[src/design/ahvfp_pkg.sv]
// ----------------------------------------------------------------------------
// ahvfp_pkg
// shared types and constants of the ascii hex vector frame parser
// ----------------------------------------------------------------------------
package ahvfp_pkg;

    localparam logic [4:0] POS_IDLE   = 5'd28;
    localparam logic [4:0] FRAME_LAST = 5'd27;
    localparam logic [4:0] FIRST_HEX  = 5'd3;

    localparam logic [7:0] ASCII_ZERO = 8'd48;
    localparam logic [7:0] CH_HASH    = 8'h23;
    localparam logic [7:0] CH_STAR    = 8'h2A;

    localparam int QUEUE_DEPTH = 4;
    localparam int QPTR_W      = $clog2(QUEUE_DEPTH);
    localparam int QCNT_W      = $clog2(QUEUE_DEPTH + 1);

    typedef struct packed {
        logic [7:0] character;
        logic       frame_start;
    } t_in;

    typedef struct packed {
        logic        frame_valid;
        logic [7:0]  sender_id;
        logic [7:0]  kind;
        logic [31:0] x_bits;
        logic [31:0] y_bits;
        logic [31:0] z_bits;
    } t_out;

    typedef enum logic [2:0] {
        OP_START = 3'd0,
        OP_ID    = 3'd1,
        OP_KIND  = 3'd2,
        OP_HEX   = 3'd3,
        OP_END   = 3'd4
    } t_op;

    // one classified character on its way from front to back
    typedef struct packed {
        t_op        op;
        logic [4:0] pos;
        logic [7:0] val;
        logic       hex_ok;
    } t_tok;

endpackage

[src/design/ahvfp_front.sv]
// ----------------------------------------------------------------------------
// ahvfp_front
// tracks frame position and classifies each character into a token
// ----------------------------------------------------------------------------
module ahvfp_front
    import ahvfp_pkg::*;
(
    input  logic i_clk,
    input  logic i_rst_n,
    input  logic i_in_valid,
    output logic o_in_ready,
    input  t_in  i_in,
    output logic o_tok_valid,
    input  logic i_tok_ready,
    output t_tok o_tok
);

    logic [4:0] r_pos;
    logic [4:0] n_pos;
    logic [4:0] cur_pos;
    logic       accept;
    logic       in_frame;
    logic [3:0] nib;
    logic       nib_ok;
    logic [7:0] c;

    assign c          = i_in.character;
    assign o_in_ready = i_tok_ready;
    assign accept     = i_in_valid && i_tok_ready;
    assign in_frame   = i_in.frame_start || (r_pos < POS_IDLE);
    assign cur_pos    = i_in.frame_start ? 5'd0 : r_pos;
    assign o_tok_valid = i_in_valid && in_frame;

    // hex digit decode
    always_comb begin
        nib    = 4'd0;
        nib_ok = 1'b0;
        if (c inside {[8'h30:8'h39]}) begin
            nib    = c[3:0];
            nib_ok = 1'b1;
        end else if (c inside {[8'h61:8'h66], [8'h41:8'h46]}) begin
            nib    = c[3:0] + 4'd9;
            nib_ok = 1'b1;
        end
    end

    always_comb begin
        o_tok.pos    = cur_pos;
        o_tok.hex_ok = 1'b0;
        o_tok.val    = 8'd0;
        if (cur_pos == 5'd0) begin
            o_tok.op  = OP_START;
            o_tok.val = {7'd0, c == CH_HASH};
        end else if (cur_pos == 5'd1) begin
            o_tok.op  = OP_ID;
            o_tok.val = c - ASCII_ZERO;
        end else if (cur_pos == 5'd2) begin
            o_tok.op  = OP_KIND;
            o_tok.val = c - ASCII_ZERO;
        end else if (cur_pos < FRAME_LAST) begin
            o_tok.op     = OP_HEX;
            o_tok.val    = {4'd0, nib};
            o_tok.hex_ok = nib_ok;
        end else begin
            o_tok.op  = OP_END;
            o_tok.val = {7'd0, c == CH_STAR};
        end
    end

    always_comb begin
        n_pos = r_pos;
        if (accept && in_frame) begin
            n_pos = (cur_pos == FRAME_LAST) ? POS_IDLE : cur_pos + 5'd1;
        end
    end

    always_ff @(posedge i_clk) begin
        if (!i_rst_n) begin
            r_pos <= POS_IDLE;
        end else begin
            r_pos <= n_pos;
        end
    end

endmodule

[src/design/ahvfp_queue.sv]
// ----------------------------------------------------------------------------
// ahvfp_queue
// short token queue that decouples front and back
// ----------------------------------------------------------------------------
module ahvfp_queue
    import ahvfp_pkg::*;
(
    input  logic i_clk,
    input  logic i_rst_n,
    input  logic i_push_valid,
    output logic o_push_ready,
    input  t_tok i_push,
    output logic o_pop_valid,
    input  logic i_pop_ready,
    output t_tok o_pop
);

    t_tok              r_mem [QUEUE_DEPTH];
    logic [QPTR_W-1:0] r_wr_ptr;
    logic [QPTR_W-1:0] r_rd_ptr;
    logic [QCNT_W-1:0] r_count;
    logic              push;
    logic              pop;

    assign o_push_ready = (r_count != QCNT_W'(QUEUE_DEPTH));
    assign o_pop_valid  = (r_count != '0);
    assign o_pop        = r_mem[r_rd_ptr];
    assign push         = i_push_valid && o_push_ready;
    assign pop          = o_pop_valid && i_pop_ready;

    always_ff @(posedge i_clk) begin
        if (push) begin
            r_mem[r_wr_ptr] <= i_push;
        end
    end

    always_ff @(posedge i_clk) begin
        if (!i_rst_n) begin
            r_wr_ptr <= '0;
            r_rd_ptr <= '0;
            r_count  <= '0;
        end else begin
            if (push) begin
                r_wr_ptr <= r_wr_ptr + 1'b1;
            end
            if (pop) begin
                r_rd_ptr <= r_rd_ptr + 1'b1;
            end
            if (push && !pop) begin
                r_count <= r_count + 1'b1;
            end else if (pop && !push) begin
                r_count <= r_count - 1'b1;
            end
        end
    end

endmodule

[src/design/ahvfp_back.sv]
// ----------------------------------------------------------------------------
// ahvfp_back
// assembles id, kind and words from tokens and registers the result
// ----------------------------------------------------------------------------
module ahvfp_back
    import ahvfp_pkg::*;
(
    input  logic i_clk,
    input  logic i_rst_n,
    input  logic i_tok_valid,
    output logic o_tok_ready,
    input  t_tok i_tok,
    output logic o_out_valid,
    input  logic i_out_ready,
    output t_out o_out
);

    logic        r_start_seen;
    logic [7:0]  r_id;
    logic [7:0]  r_kind;
    logic [31:0] r_word [3];
    logic [3:0]  r_hi;
    logic        r_hi_ok;
    logic        r_out_valid;
    t_out        r_out;

    logic        out_free;
    logic        pop;
    logic [4:0]  off;
    logic [1:0]  widx;
    logic [7:0]  byte_val;
    logic [31:0] byte_shifted;
    logic        frame_ok;

    assign out_free    = !r_out_valid || i_out_ready;
    assign o_tok_ready = (i_tok.op != OP_END) || out_free;
    assign pop         = i_tok_valid && o_tok_ready;
    assign o_out_valid = r_out_valid;
    assign o_out       = r_out;

    assign off  = i_tok.pos - FIRST_HEX;
    assign widx = off[4:3];
    assign frame_ok = r_start_seen && i_tok.val[0];

    // strtol-like pair decode
    always_comb begin
        if (!r_hi_ok) begin
            byte_val = 8'd0;
        end else if (!i_tok.hex_ok) begin
            byte_val = {4'd0, r_hi};
        end else begin
            byte_val = {r_hi, i_tok.val[3:0]};
        end
        byte_shifted = {24'd0, byte_val} << {off[2:1], 3'b000};
    end

    always_ff @(posedge i_clk) begin
        if (!i_rst_n) begin
            r_start_seen <= 1'b0;
            r_id         <= 8'd0;
            r_kind       <= 8'd0;
            r_word[0]    <= 32'd0;
            r_word[1]    <= 32'd0;
            r_word[2]    <= 32'd0;
            r_hi         <= 4'd0;
            r_hi_ok      <= 1'b0;
        end else if (pop) begin
            case (i_tok.op)
                OP_START: begin
                    r_start_seen <= i_tok.val[0];
                    r_id         <= 8'd0;
                    r_kind       <= 8'd0;
                    r_word[0]    <= 32'd0;
                    r_word[1]    <= 32'd0;
                    r_word[2]    <= 32'd0;
                    r_hi         <= 4'd0;
                    r_hi_ok      <= 1'b0;
                end
                OP_ID: begin
                    r_id <= i_tok.val;
                end
                OP_KIND: begin
                    r_kind <= i_tok.val;
                end
                OP_HEX: begin
                    if (!off[0]) begin
                        r_hi    <= i_tok.val[3:0];
                        r_hi_ok <= i_tok.hex_ok;
                    end else begin
                        r_word[widx] <= r_word[widx] | byte_shifted;
                    end
                end
                default: begin
                end
            endcase
        end
    end

    // result register
    always_ff @(posedge i_clk) begin
        if (pop && i_tok.op == OP_END) begin
            r_out.frame_valid <= frame_ok;
            r_out.sender_id   <= frame_ok ? r_id : 8'd0;
            r_out.kind        <= frame_ok ? r_kind : 8'd0;
            r_out.x_bits      <= frame_ok ? r_word[0] : 32'd0;
            r_out.y_bits      <= frame_ok ? r_word[1] : 32'd0;
            r_out.z_bits      <= frame_ok ? r_word[2] : 32'd0;
        end
    end

    always_ff @(posedge i_clk) begin
        if (!i_rst_n) begin
            r_out_valid <= 1'b0;
        end else if (pop && i_tok.op == OP_END) begin
            r_out_valid <= 1'b1;
        end else if (i_out_ready) begin
            r_out_valid <= 1'b0;
        end
    end

endmodule

[src/design/ascii_hex_vector_frame_parser.sv]
// ----------------------------------------------------------------------------
// ascii_hex_vector_frame_parser
// parses 28-character ascii frames carrying an id, a kind and three hex words
// ----------------------------------------------------------------------------
// usage:
//   input channel (i_in_valid / o_in_ready / i_in) takes one character item
//   per cycle; frame_start marks position 0 and always restarts the frame
//   output channel (o_out_valid / i_out_ready / o_out) gives one result item
//   per frame, on the character at position 27
// result path: the closing character's token goes through the token queue
//   and then the result register before the result shows
// throughput: one character per cycle while o_in_ready is high, set by the
//   front classifier and the back assembler each handling one token per cycle
// reset: position goes idle, the queue empties and no result is pending;
//   characters with frame_start low are then dropped until a frame starts
// receiver stall: the result waits in its register; the back keeps taking
//   non-final tokens, and the 4-entry queue fills before o_in_ready drops
// ----------------------------------------------------------------------------
module ascii_hex_vector_frame_parser
    import ahvfp_pkg::*;
(
    input  logic i_clk,
    input  logic i_rst_n,
    input  logic i_in_valid,
    output logic o_in_ready,
    input  t_in  i_in,
    output logic o_out_valid,
    input  logic i_out_ready,
    output t_out o_out
);

    // front to queue
    logic f_valid;
    logic f_ready;
    t_tok f_tok;
    // queue to back
    logic b_valid;
    logic b_ready;
    t_tok b_tok;

    // position tracking and character classification
    ahvfp_front u_front (
        .i_clk       (i_clk),
        .i_rst_n     (i_rst_n),
        .i_in_valid  (i_in_valid),
        .o_in_ready  (o_in_ready),
        .i_in        (i_in),
        .o_tok_valid (f_valid),
        .i_tok_ready (f_ready),
        .o_tok       (f_tok)
    );

    // decoupling queue
    ahvfp_queue u_queue (
        .i_clk        (i_clk),
        .i_rst_n      (i_rst_n),
        .i_push_valid (f_valid),
        .o_push_ready (f_ready),
        .i_push       (f_tok),
        .o_pop_valid  (b_valid),
        .i_pop_ready  (b_ready),
        .o_pop        (b_tok)
    );

    // field assembly and result register
    ahvfp_back u_back (
        .i_clk       (i_clk),
        .i_rst_n     (i_rst_n),
        .i_tok_valid (b_valid),
        .o_tok_ready (b_ready),
        .i_tok       (b_tok),
        .o_out_valid (o_out_valid),
        .i_out_ready (i_out_ready),
        .o_out       (o_out)
    );

endmodule

[config.mk]
export PLATFORM = sky130hd
export DESIGN_NAME = ascii_hex_vector_frame_parser
export DESIGN_NICKNAME = d
export VERILOG_FILES = /design/src/design/ahvfp_pkg.sv /design/src/design/ahvfp_front.sv /design/src/design/ahvfp_queue.sv /design/src/design/ahvfp_back.sv /design/src/design/ascii_hex_vector_frame_parser.sv
export SDC_FILE = /design/constraint.sdc
export NUM_CORES = 1
export LEC_CHECK = 0
export ABC_AREA = 1
export ABC_CLOCK_PERIOD_IN_PS = 13700
export BUFFER_PORTS_ARGS = -buffer_cell sky130_fd_sc_hd__buf_4
export CAP_MARGIN = 0
export CORE_MARGIN = 8
export CORE_UTILIZATION = 60
export CTS_BUF_LIST = sky130_fd_sc_hd__clkbuf_16
export DETAILED_ROUTE_END_ITERATION = 16
export HOLD_SLACK_MARGIN = 0.08
export PLACE_DENSITY_LB_ADDON = 0.1
export SETUP_SLACK_MARGIN = 0.02
export SLEW_MARGIN = 15
export SYNTH_ARGS = -nofsm -noshare
export SYNTH_HDL_FRONTEND = slang
export SYNTH_SLANG_ARGS = --single-unit
[constraint.sdc]
create_clock -name i_clk -period 13.7 [get_ports i_clk]
set_clock_uncertainty 0.1 [all_clocks]
set_input_delay 2.74 -clock i_clk [delete_from_list [all_inputs] [get_ports i_clk]]
set_output_delay 2.74 -clock i_clk [all_outputs]
set_load 0.005 [all_outputs]
======== After elaboration in Yosys (flattened, before gate mapping) ========
Memory sizes are Yosys's and may differ from the RTL's. A register that Yosys moved wholly into a read port is not among the register bits.
Cells that the tools add are included.
cells by class
  add/subtract/negate cells ............... 8
  order comparisons ....................... 8
  equality and inequality tests ........... 12
  shift-type cells ........................ 1
  muxes and demuxes ....................... 50
  bitwise operators ....................... 4
  reductions and logical operators ........ 35
operator list
  kind                 number
  $mux 32              4
  $mux 8               5
  $or 32x32->32        1
  $pmux 8 s2           2
  $reduce_or 32->1     1
  $shl 8x5->32         1
  $mux 1               22
  $mux 3               6
  $eq 8x6->1 const B   2
  $ge 8x7->1 const B   2
  $le 8x7->1 const B   2
  $mux 4               4
  $logic_and 1x1->1    12
  $reduce_bool 2->1    6
  $lt 5x5->1 const B   2
  $mux 5               2
  $ge 8x6->1 const B   1
  $le 8x6->1 const B   1
  $pmux 4 s2           1
  $sub 8x6->8 const B  1
  $eq 3x2->1 const B   2
  $logic_not 1->1      6
  $mux 2               3
  $ne 3x3->1 const B   2
  other kinds (20)     27
word-level totals
  flip-flop bits (word level) ............. 52
  bits in writable memories ............... 164
  bits of input ports ..................... 13
  output and inout bits ................... 115
  word-level logic and storage cells ...... 133
  memories ................................ 2
memory list
  name           words  bits a word  rd ports  clocked after memory_dff  wr ports  RTL line           source
  u_back.r_word  3      32           4         3                         3         ahvfp_back.sv:21   logic [31:0] r_word [3];
  u_queue.r_mem  4      17           1         1                         1         ahvfp_queue.sv:18  t_tok r_mem [QUEUE_DEPTH];

======== Logic depth before layout (Yosys ltp) ========
  depth in word-level cells ............... 9
  depth in mapped cells ................... 17
  gate-level depth less buffers ........... 16

======== By module ========
Synthesis repeated with hierarchy kept, for this count alone.
unflattened totals
  cell total of the unflattened synthesis .. 1630
  area, all modules ....................... 15926.5 µm²
modules (own cells, without submodules)
  module       instances  cells an instance  area an instance (µm²)  seq. area each (µm²)
  ahvfp_back   1          1228               11777.5                 7697.4
  ahvfp_queue  1          232                3140.5                  2222.1
  ahvfp_front  1          170                1008.5                  100.1

======== Worst setup path after synthesis ========
OpenSTA, ideal clock, no wires.
  path kind ............................... input -> register
  from .................................... input port i_out_ready
  to ...................................... register u_back.o_out[0] (netlist name)
  library setup time ...................... 726 ps
  arrival time ............................ 10631 ps
  data required time ...................... 12874 ps
  setup slack ............................. 2243 ps
  stages on the path ...................... 4
  path buffers ............................ 0
  path through ............................ nor2_1 > nand2_4 > nand2_4 > nor3_1
on the way
  longest elaborated chain between the ends .. 4
RTL lines
  element             RTL line                             source
  start: declaration  ascii_hex_vector_frame_parser.sv:28  input logic i_out_ready,
  $logic_or 1x1->1    ahvfp_back.sv:35                     assign out_free = !r_out_valid || i_out_ready;
  $logic_or 1x1->1    ahvfp_back.sv:36                     assign o_tok_ready = (i_tok.op != OP_END) || out_free;
  $logic_and 1x1->1   ahvfp_back.sv:37                     assign pop = i_tok_valid && o_tok_ready;
  $logic_and 1x1->1   ahvfp_back.sv:101                    if (pop && i_tok.op == OP_END) begin
No other way between the ends.
A chain may end at the register's enable or synchronous reset.

==> results.cfg <==
[status]
status = finished, final reports clean

[floorplanning]
die_height_um = 176.5
die_area_um2 = 31150
fp-row-count = 58
core_footprint_um2 = 25250
dieWidth_um = 176.5
pin_count = 128
starting_utilization_of_the_core_area_pct = 61.19

[finish]
regArea_um2 = 10020
design_area_um2 = 17530
final-instance-count-excl-fill = 1965
multi_input_comb_area_um2 = 4156
finalCoreUtilization_pct = 69.42
area_delta_synth_final_pct = 13.46
final_nets = 1640
insertedDiodeCount = 0
fillers = 1919
drive_above_1_share_pct = 15.84

[timing]
timing.fmax_ghz = 0.2040
worstMarginPinSlew_ps = 995.8
final-max-slew-violation-count = 0
setup_violations = 0
final.hold.worst_slack_ps = 362.0
unrepaired_setup_endpoints_after_global_routing = false
final_period_minus_worst_setup_slack_ps = 4902
min_period_over_period_pct = 35.78
max-slew-margin-rel_pct = 33.54
hold_viol = 0
setup_tns_ps = 0

[power_and_ir_drop]
power.density_cell_area_nw_per_um2 = 226.6
p_leak_nw = 7.088
irDropWorstVdd_mv = 0.2040

[yosys]
synthesis.instances = 1499
primary_ff_master_synth = sky130_fd_sc_hd__edfxtp_1
synth_enable_flop_cells = 309
ys_top_cells_by_count = 309 x sky130_fd_sc_hd__edfxtp_1, 264 x sky130_fd_sc_hd__nor2_1, 215 x sky130_fd_sc_hd__nand3_1
ys_seq_elements = 346
synthArstFlopShare_pct = 0
synth.distinct_cells = 38
synth.avg_cell_area_um2 = 10.31
synthesis.area_um2 = 15450
syn_nets = 1530
synth.most_common_cell = sky130_fd_sc_hd__edfxtp_1
seq_area_frac_synth_pct = 64.84
synth_warnings = 0
synthTopCellsByArea = sky130_fd_sc_hd__edfxtp_1 60%, sky130_fd_sc_hd__nand3_1 7.0%, sky130_fd_sc_hd__nor2_1 6.4%
synth_largest_area_cell = sky130_fd_sc_hd__edfxtp_1
synth_largest_type_area_fraction_pct = 60.05

[clock_tree]
cts_inserted_buffers = 36
maximum_count_of_clock_buffers_along_a_single_path = 3
clk_latency_ps = 510
htreeDepth = 2
path_clk_slew_ps = 60
cts.repair_timing.setup_buffer_count = 0
clkSinkCount = 346
cts.repair.resized = 0
cts_root_buf = sky130_fd_sc_hd__clkbuf_16
holdBufCountCts = 0
tritoncts = yes

[placement]
placed_cells_incl_taps = 1901
gp_congestion = 0.8354
place_area_um2 = 16470
port_buffers = 127
detailedPlacementHpwl_mm = 21.25

[route]
drt_pass1_iterations = 6
drc_errors = 0
drt_iter0_markers = 851
routedWlPerCell_um = 16.79
routed-via-count = 10630
final_antenna_net_count = 0
routed_wl_mm = 33.00
route.detailed.vias_per_inst = 5.409

[setup_path]
path_depth = 6
critPathRequiredTime_ps = 13780
ff2ff_path_depth = 10
critical_path.max_fanout = 33
reg2reg_setup_slack_ps = 9360
critical_path.reg2reg.endpoint = u_back.r_word[0][4]
timing.critical_path.slowest_cell_delay_ps = 640
critical_path.slowest_cell = sky130_fd_sc_hd__nand2_1
startpoint_type = primary input
timing.critical_path.to_type = register
crit_top_cell = sky130_fd_sc_hd__buf_4
arrival_time_reported_for_the_critical_path_endpoint_ps = 4990
worstPathCellList = buf_4 > nand3_1 > nor3_4 > nand3_4 > nand2_1 > buf_4
crit_path_end = u_back.r_word[0][4]
crit_path_kind = primary input to register
critical-path-top-delay-family = simple AND/OR/NAND/NOR gates
worstSetupStartpoint = i_rst_n
worst-path-buf-inv = 2

[global_route]
grt_start_max_net_pins = 87
grt_first_pass_wirelength_mm = 52.68
grt_overflow = 0
number_of_antenna_violations_at_the_first_check_in_global_routing = 0
global_route.usage.total_pct = 20.99
via_count_of_the_first_global_routing_pass = 10350

[worst_hold_path]
hold_depth = 2
worstHoldPathType = register to register

[run]
cap_violations = 0
cells in the final DEF (no fill, tap or decap), types with 14 or more instances in the layout:
cell type / synthesis / routed
sky130_fd_sc_hd__a21oi_1: 35 / 35
sky130_fd_sc_hd__buf_4: 9 / 141
sky130_fd_sc_hd__clkbuf_16: 0 / 37
sky130_fd_sc_hd__dfxtp_1: 37 / 37
sky130_fd_sc_hd__edfxtp_1: 309 / 309
sky130_fd_sc_hd__ha_1: 17 / 17
sky130_fd_sc_hd__inv_1: 209 / 221
sky130_fd_sc_hd__nand2_1: 207 / 203
sky130_fd_sc_hd__nand3_1: 215 / 215
sky130_fd_sc_hd__nand4_1: 14 / 14
sky130_fd_sc_hd__nor2_1: 264 / 262
sky130_fd_sc_hd__nor2_2: 34 / 36
sky130_fd_sc_hd__o21ai_0: 31 / 31
cell type report:
type | count | share of cell area (%)
Sequential cell | 346 | 57.15
Clock inverter | 27 | 0.7636
Clock buffer | 37 | 5.281
Multi-Input combinational cell | 866 | 23.71
Tap cell | 330 | 2.355
Inverter | 218 | 4.703
Timing Repair Buffer | 141 | 6.038
registers in the layout, indices dropped and copies added, names as in the netlist, named ones only:
name,count
u_back.o_out_valid,1
u_back.r_hi,4
u_back.r_start_seen,1
u_back.r_kind,8
u_back.r_id,8
u_back.o_out,113
u_queue.r_rd_ptr,2
u_queue.r_count,3
u_front.r_pos,5
u_back.r_hi_ok,1
u_queue.r_wr_ptr,2
u_back.r_word,128
u_queue.r_mem,68
cell families after synthesis:
logic type / Yosys count / share of synthesized area, %
buf+inv: 287 / 8.421
fa+ha+maj: 18 / 1.506
simple gates: 765 / 22.15
xor+xnor: 5 / 0.3806
flops: 346 / 64.84
compound gates: 78 / 2.705
power breakdown:
group | total (W) | internal, W | switching (W)
clock | 0.000881 | 0.000505 | 0.000376
sequential | 0.00153 | 0.00144 | 0.0000946
combinational | 0.00156 | 0.000416 | 0.00114
layer usage:
layer  vias to the layer above  global-route usage [%]  wire length (µm)
li1                       5156                       -                 -
met1                      5016                   26.09             13040
met2                       406                   36.86             16690
met3                        51                   4.209              2694
met4                         0                   5.639               575
met5                         -                       0                 0
per-stage QoR:
stage	total power [W]	setup slack, ps
2_1_floorplan	0.002737	2243
3_3_place_gp	0.003063	8154
3_5_place_dp	0.003102	8019
4_1_cts	0.003986	8529
5_1_grt	0.004213	8631
6_report	0.003973	8798
worst register-to-register path, stage by stage (launching register included):
cell	delay, ps
sky130_fd_sc_hd__dfxtp_1	810
sky130_fd_sc_hd__inv_2	340
sky130_fd_sc_hd__nand3_1	230
sky130_fd_sc_hd__nand2_2	80
sky130_fd_sc_hd__ha_1	230
sky130_fd_sc_hd__inv_1	180
sky130_fd_sc_hd__nand4_1	140
sky130_fd_sc_hd__nand2_2	390
sky130_fd_sc_hd__nand3_4	460
sky130_fd_sc_hd__nand2_1	640
sky130_fd_sc_hd__buf_4	400
worst min-delay path by stage:
stage,slack [ps],end,start
after global routing,390,u_back.r_kind[3],u_back.r_kind[3]
final,360,u_back.r_kind[3],u_back.r_kind[3]
after CTS,360,u_back.r_id[6],u_back.r_id[6]
after detailed placement,360,u_back.r_id[6],u_back.r_id[6]
after floorplan,330,u_back.r_start_seen,u_back.r_start_seen
after global placement,350,u_back.r_start_seen,u_back.r_start_seen
(Power assumes the default switching activity.)
